**config.mk**
```make
export PLATFORM = sky130hd
export DESIGN_NAME = tdalu_prep
export DESIGN_NICKNAME = d
export VERILOG_FILES = /design/src/design/assert_macros.svh /design/src/design/tdalu_pkg.sv /design/src/design/tdalu_prep.sv
export SDC_FILE = /design/constraint.sdc
export NUM_CORES = 2
export LEC_CHECK = 0
export BUFFER_PORTS_ARGS = -buffer_cell sky130_fd_sc_hd__buf_2
export CORE_ASPECT_RATIO = 0.9
export CORE_MARGIN = 2
export CORE_UTILIZATION = 45
export CTS_CLUSTER_DIAMETER = 120
export CTS_CLUSTER_SIZE = 40
export DETAILED_ROUTE_END_ITERATION = 12
export GPL_ROUTABILITY_DRIVEN = 0
export GPL_TIMING_DRIVEN = 0
export HOLD_SLACK_MARGIN = 0.03
export SETUP_SLACK_MARGIN = 0.2
export SYNTH_ARGS = -nofsm -noshare
export SYNTH_HDL_FRONTEND = slang
export SYNTH_SLANG_ARGS = --single-unit
```
**constraint.sdc**
```tcl
create_clock -name clk -period 9.4 [get_ports clk]
set_input_delay 0.47 -clock clk [delete_from_list [all_inputs] [get_ports clk]]
set_output_delay 0.47 -clock clk [all_outputs]
set_load 0.01 [all_outputs]
```
**src/design/assert_macros.svh**
```systemverilog
// assertion helpers, clocked on clk and disabled in reset
`ifndef ASSERT_MACROS_SVH
`define ASSERT_MACROS_SVH

// same-cycle implication
`define ASSERT_IMPLIES(label, ante, cons, msg) \
  label: assert property (@(posedge clk) disable iff (!rst_n) (ante) |-> (cons)) \
    else $error(msg);

// next-cycle implication
`define ASSERT_NEXT(label, ante, cons, msg) \
  label: assert property (@(posedge clk) disable iff (!rst_n) (ante) |=> (cons)) \
    else $error(msg);

`endif

```
**src/design/tdalu_pkg.sv**
```systemverilog
package tdalu_pkg;

  // operation codes
  localparam logic [3:0] CMD_ADD = 4'd0;
  localparam logic [3:0] CMD_SUB = 4'd1;
  localparam logic [3:0] CMD_MUL = 4'd2;
  localparam logic [3:0] CMD_DIV = 4'd3;
  localparam logic [3:0] CMD_MOD = 4'd4;
  localparam logic [3:0] CMD_NEG = 4'd5;
  localparam logic [3:0] CMD_EQ  = 4'd6;
  localparam logic [3:0] CMD_NE  = 4'd7;
  localparam logic [3:0] CMD_LE  = 4'd8;
  localparam logic [3:0] CMD_LT  = 4'd9;
  localparam logic [3:0] CMD_GE  = 4'd10;
  localparam logic [3:0] CMD_GT  = 4'd11;

  // operand kinds
  localparam logic [1:0] KIND_NULL = 2'd0;
  localparam logic [1:0] KIND_INT  = 2'd1;
  localparam logic [1:0] KIND_DEC  = 2'd2;

  localparam logic [31:0] DEC_SCALE = 32'd1000;

  // ceil(2^42 / 1000), exact floor(n/1000) for any 32-bit n
  localparam logic [32:0] RECIP_1000 = 33'd4398046512;
  localparam int          RECIP_SH   = 42;
  localparam int          IQ_W       = 22;

  localparam int DVD_W = 63;
  localparam int DSR_W = 32;

  typedef enum logic [1:0] {
    FIN_DIRECT,
    FIN_QUOT,
    FIN_REM
  } fin_t;

  typedef struct packed {
    logic [3:0]         cmd;
    logic [1:0]         ka;
    logic [1:0]         kb;
    logic signed [31:0] a;
    logic signed [31:0] b;
    logic signed [31:0] ia;
    logic signed [31:0] ib;
    logic signed [31:0] da;
    logic signed [31:0] db;
  } opnd_t;

  typedef struct packed {
    fin_t        fin;
    logic [1:0]  rk;
    logic [31:0] rv;
    logic        is_true;
    logic        err;
    logic        qneg;
    logic        rneg;
    logic        rnd;
  } side_t;

  typedef struct packed {
    logic [DVD_W-1:0] dvd;
    logic [DSR_W-1:0] dsr;
    side_t            side;
  } div_in_t;

  typedef struct packed {
    logic [31:0]      quo;
    logic [DSR_W-1:0] rem;
    logic [DSR_W-1:0] dsr;
    side_t            side;
  } div_out_t;

  function automatic logic [31:0] abs32(logic [31:0] v);
    return v[31] ? (32'd0 - v) : v;
  endfunction

  // decimal view: integers scaled by 1000, wrapped
  function automatic logic [31:0] dec_view(logic [1:0] k, logic [31:0] v);
    logic [31:0] r;
    case (k)
      KIND_DEC: r = v;
      KIND_INT: r = v * DEC_SCALE;
      default:  r = '0;
    endcase
    return r;
  endfunction

endpackage

```
**src/design/tdalu_prep.sv**
```systemverilog
module tdalu_prep import tdalu_pkg::*; (
  input  logic               clk,
  input  logic               rst_n,
  input  logic               adv,
  input  logic               in_valid,
  output logic               in_ready,
  input  logic [3:0]         cmd,
  input  logic [1:0]         a_kind,
  input  logic signed [31:0] a_value,
  input  logic [1:0]         b_kind,
  input  logic signed [31:0] b_value,
  output logic               out_valid,
  output opnd_t              out_opnd
);

  logic              s1_valid_r;
  logic [3:0]        s1_cmd_r;
  logic [1:0]        s1_ka_r, s1_kb_r;
  logic [31:0]       s1_a_r, s1_b_r, s1_da_r, s1_db_r;
  logic [IQ_W-1:0]   s1_qa_r, s1_qb_r;
  logic              s2_valid_r;
  opnd_t             s2_opnd_r;

  logic              en1;
  logic [1:0]        ka_n, kb_n;
  logic [64:0]       pa, pb;
  opnd_t             s2_nxt;

  assign en1      = adv || !s1_valid_r;
  assign in_ready = en1;

  // kind code 3 behaves as null
  assign ka_n = (a_kind == KIND_INT || a_kind == KIND_DEC) ? a_kind : KIND_NULL;
  assign kb_n = (b_kind == KIND_INT || b_kind == KIND_DEC) ? b_kind : KIND_NULL;

  // magnitude / 1000 by reciprocal
  assign pa = 65'(abs32(a_value)) * 65'(RECIP_1000);
  assign pb = 65'(abs32(b_value)) * 65'(RECIP_1000);

  always_ff @(posedge clk) begin
    if (!rst_n) begin
      s1_valid_r <= 1'b0;
      s2_valid_r <= 1'b0;
    end else begin
      if (en1) s1_valid_r <= in_valid;
      if (adv) s2_valid_r <= s1_valid_r;
    end
  end

  always_ff @(posedge clk) begin
    if (en1) begin
      s1_cmd_r <= cmd;
      s1_ka_r  <= ka_n;
      s1_kb_r  <= kb_n;
      s1_a_r   <= a_value;
      s1_b_r   <= b_value;
      s1_da_r  <= dec_view(ka_n, a_value);
      s1_db_r  <= dec_view(kb_n, b_value);
      s1_qa_r  <= pa[RECIP_SH +: IQ_W];
      s1_qb_r  <= pb[RECIP_SH +: IQ_W];
    end
    if (adv) s2_opnd_r <= s2_nxt;
  end

  always_comb begin
    s2_nxt.cmd = s1_cmd_r;
    s2_nxt.ka  = s1_ka_r;
    s2_nxt.kb  = s1_kb_r;
    s2_nxt.a   = s1_a_r;
    s2_nxt.b   = s1_b_r;
    s2_nxt.da  = s1_da_r;
    s2_nxt.db  = s1_db_r;
    case (s1_ka_r)
      KIND_INT: s2_nxt.ia = s1_a_r;
      KIND_DEC: s2_nxt.ia = s1_a_r[31] ? (32'd0 - 32'(s1_qa_r)) : 32'(s1_qa_r);
      default:  s2_nxt.ia = '0;
    endcase
    case (s1_kb_r)
      KIND_INT: s2_nxt.ib = s1_b_r;
      KIND_DEC: s2_nxt.ib = s1_b_r[31] ? (32'd0 - 32'(s1_qb_r)) : 32'(s1_qb_r);
      default:  s2_nxt.ib = '0;
    endcase
  end

  assign out_valid = s2_valid_r;
  assign out_opnd  = s2_opnd_r;

endmodule

```
==> qor.yml <==
clk_pin_slew_ns: 0.14
wire_per_inst_um: 20.6
regToRegStartpoint: "s1_qa_r[6]"
clk_latency_ns: 0.54
finClkSkew_ns: 0.0464
nets: 6757
syn_to_final_growth_pct: 9.76
grt_pass1_vias: 35300
die_x_um: 360
fin_crit_sh_pct: 94.8
cts.sinks: 382
r2r_cells: 7
period_needed_ns: 8.91
worstSetupStartpoint: "a_value[0]"
synth_top_area_share_pct: 30.3
r2r_slack_ns: 6.17
numPortBuffers: 277
critPathRequiredTime_ns: 9.69
synth.largest_area_cell: "fa_1"
dr.pass1.iters: 6
arrival_ns: 9.20
grt_use_met2_pct: 34.6
hold_buffers: 0
drive_gt1_share_pct: 9.01
use_met1_pct: 36.3
grt_overflow: 0
max_cap_violations: 0
syn_area_per_cell_sq_um: 11.1
synthFlopType: "edfxtp_1"
synth.area.top_cells: "fa_1, ha_1, edfxtp_1"
tritoncts: "yes"
yosysSeqAreaShare_pct: 22.3
worst_slew_pin_slew_ns: 1.17
cp-endpoint: "s1_qa_r[4]"
grt_pass1_wl_mm: 211
cts_buffer_depth: 3
syn_area_sq_um: 51400
synth_edf_count: 380
totalWireLength_mm: 133
start_kind: "primary input"
r2r_end: "out_opnd[122]"
post_synth_num_cell_types: 74
syn_inst: 4643
drtAntennaViolNets: 0
vias_per_cell: 5.22
rows: 117
fp.dieH_um: 325
use_met3_pct: 3.65
antenna_found_initial: 2
slew_headroom_pct: 21.7
min_path_type: "primary input to register"
clockRootBuffer: "clkbuf_16"
vias: 33800
drcViolationCount: 0
core_area_sq_um: 113000
grt_max_degree: 125
cp_max_fo: 19
path_class: "primary input to register"
top_usage_layer: "met1"
endpoint_kind: "register"
setup_viol: 0
max_freq_ghz: 0.112
async_flop_share_pct: 0
syn_nets: 6413
grt_usage_pct: 23.3
ios: 278
dieArea_sq_um: 117000
drt_iter0_drc: 2678
yosys_warnings: 0
ys_ff_latch: 382
finalMaxSlewViolations: 0
fin_util_pct: 49.9
rsz0062_at_grt: "yes"
start_util_pct: 45.4
numCtsBuffers: 14
htree_num_levels: 1
post-dp-hpwl_mm: 114
hold_viol_final: 0
status: "completed"
-- worst min-delay path by stage --
| stage | from | end | cells past startpoint |
|---|---|---|---|
| 2_1_floorplan | s1_db_r[0] | out_opnd[0] | 0 |
| 3_3_place_gp | s1_db_r[17] | out_opnd[17] | 0 |
| 3_5_place_dp | s1_db_r[1] | out_opnd[1] | 0 |
| 4_1_cts | cmd[1] | s1_cmd_r[1] | 1 |
| 5_1_grt | cmd[3] | s1_cmd_r[3] | 1 |
| 6_report | cmd[2] | s1_cmd_r[2] | 1 |
-- per-layer routing --
layer | up-vias | part of all wire (%) | wire length [um]
met5 | - | 0 | 0
met4 | 0 | 1.5 | 2060
met3 | 89 | 6.9 | 9270
met2 | 1055 | 43 | 57100
met1 | 16900 | 49 | 65000
li1 | 15700 | - | -
-- cell usage after synthesis, types with 9 or more instances --
library cell and n:
a211oi_1 15, a21o_1 64, a21oi_1 164, a22o_1 13
a22oi_1 69, a31oi_1 16, and2_1 9, and3_1 16
clkbuf_1 45, edfxtp_1 380, fa_1 778, ha_1 916
inv_1 1177, nand2_1 153, nand2b_1 24, nand3_1 40
nand4_1 26, nor2_1 177, nor2b_1 17, nor3_1 26
nor4_1 9, o211ai_1 9, o21a_1 12, o21ai_0 104
o21bai_1 18, o31ai_1 21, or3_1 10, or4_1 10
xnor2_1 180, xor2_1 52
-- state kept, by name, indices dropped and copies added (netlist names) --
register    flops
s1_da_r        32
out_opnd      200
s1_ka_r         2
s1_cmd_r        4
s1_db_r        32
s1_qa_r        22
s1_b_r         32
s1_qb_r        22
out_valid       1
s1_valid_r      1
s1_a_r         32
s1_kb_r         2
-- timing repair --
item                                    in CTS  in global routing
pin swaps                                    4                 18
endpoints found under the setup margin      41                 29
setup buffers                                7                 22
resized for setup                           52                 44
-- worst max-delay path, cell delays in order --
cell and delay [ns]:
buf_4 0.31, inv_1 0.11, ha_1 0.24, nand2_1 0.11, nor2_2 0.06, and3_1 0.21, and4_1 0.24, nand2b_1 0.22
xnor2_4 0.44, inv_1 0.30, ha_1 0.37, fa_1 0.45, fa_1 0.41, fa_1 0.59, fa_1 0.45, fa_1 0.62
fa_1 0.50, fa_1 0.56, ha_1 0.36, nand4_1 0.25, nor3_4 0.27, nand2_1 0.08, nor2_1 0.23, nand3_1 0.11
o21ai_0 0.48, a311o_1 0.28, xor2_1 0.45
-- kinds of logic (layout without fill, tap and decap cells) --
| logic type | count (synthesis) | after routing | synth area share, % |
|---|---|---|---|
| fa+ha+maj | 1694 | 1694 | 52.6 |
| buf+inv | 1222 | 1572 | 8.92 |
| compound gates | 568 | 568 | 7.25 |
| simple gates | 543 | 543 | 4.97 |
| flops | 382 | 382 | 22.3 |
| xor+xnor | 232 | 232 | 3.95 |
| mux | 2 | 2 | 0.0389 |
| other cells | 0 | 1 | 0 |
-- layout by cell type (no fill, tap or decap), types with 16 or more instances in the layout --
cell type,Yosys,routed
a21o_1,64,64
a21oi_1,164,163
a22oi_1,69,68
a31oi_1,16,16
buf_2,0,272
buf_4,0,31
buf_8,0,16
clkbuf_1,45,48
edfxtp_1,380,380
fa_1,778,778
ha_1,916,913
inv_1,1177,1172
nand2_1,153,153
nand2b_1,24,23
nand3_1,40,39
nand4_1,26,26
nor2_1,177,175
nor2b_1,17,17
nor3_1,26,21
o21ai_0,104,98
o21bai_1,18,18
o31ai_1,21,17
xnor2_1,180,132
xnor2_2,0,35
xor2_1,52,51
-- final cells by class --
class                           instances  area, sq um
Fill cell                           10200        56700
Inverter                             1177         4420
Sequential cell                       382        11500
Tap cell                             1487         1860
Antenna cell                            1         2.50
Clock inverter                          2         60.1
Timing Repair Buffer                  328         1990
Clock buffer                           20          394
Multi-Input combinational cell       3039        36100
Buffer                                 45          170
-- per-stage QoR --
stage,cell area [sq um],hold slack (ns),cells,setup TNS [ns],worst slack [ns]
CTS,56000,0.0830,6458,0,0.264
global placement,54700,0.401,6407,-353.96,-3.15
global route,56400,0.0749,6481,0,0.109
floorplan,51400,0.400,4643,0,0.789
detailed placement,55200,0.405,6429,-38.98,-1.84
finish,56400,0.104,6481,0,0.489
Power is left out: the tool's default activity adds up to more than one toggle a clock period on the data nets, which glitch-free logic cannot reach.
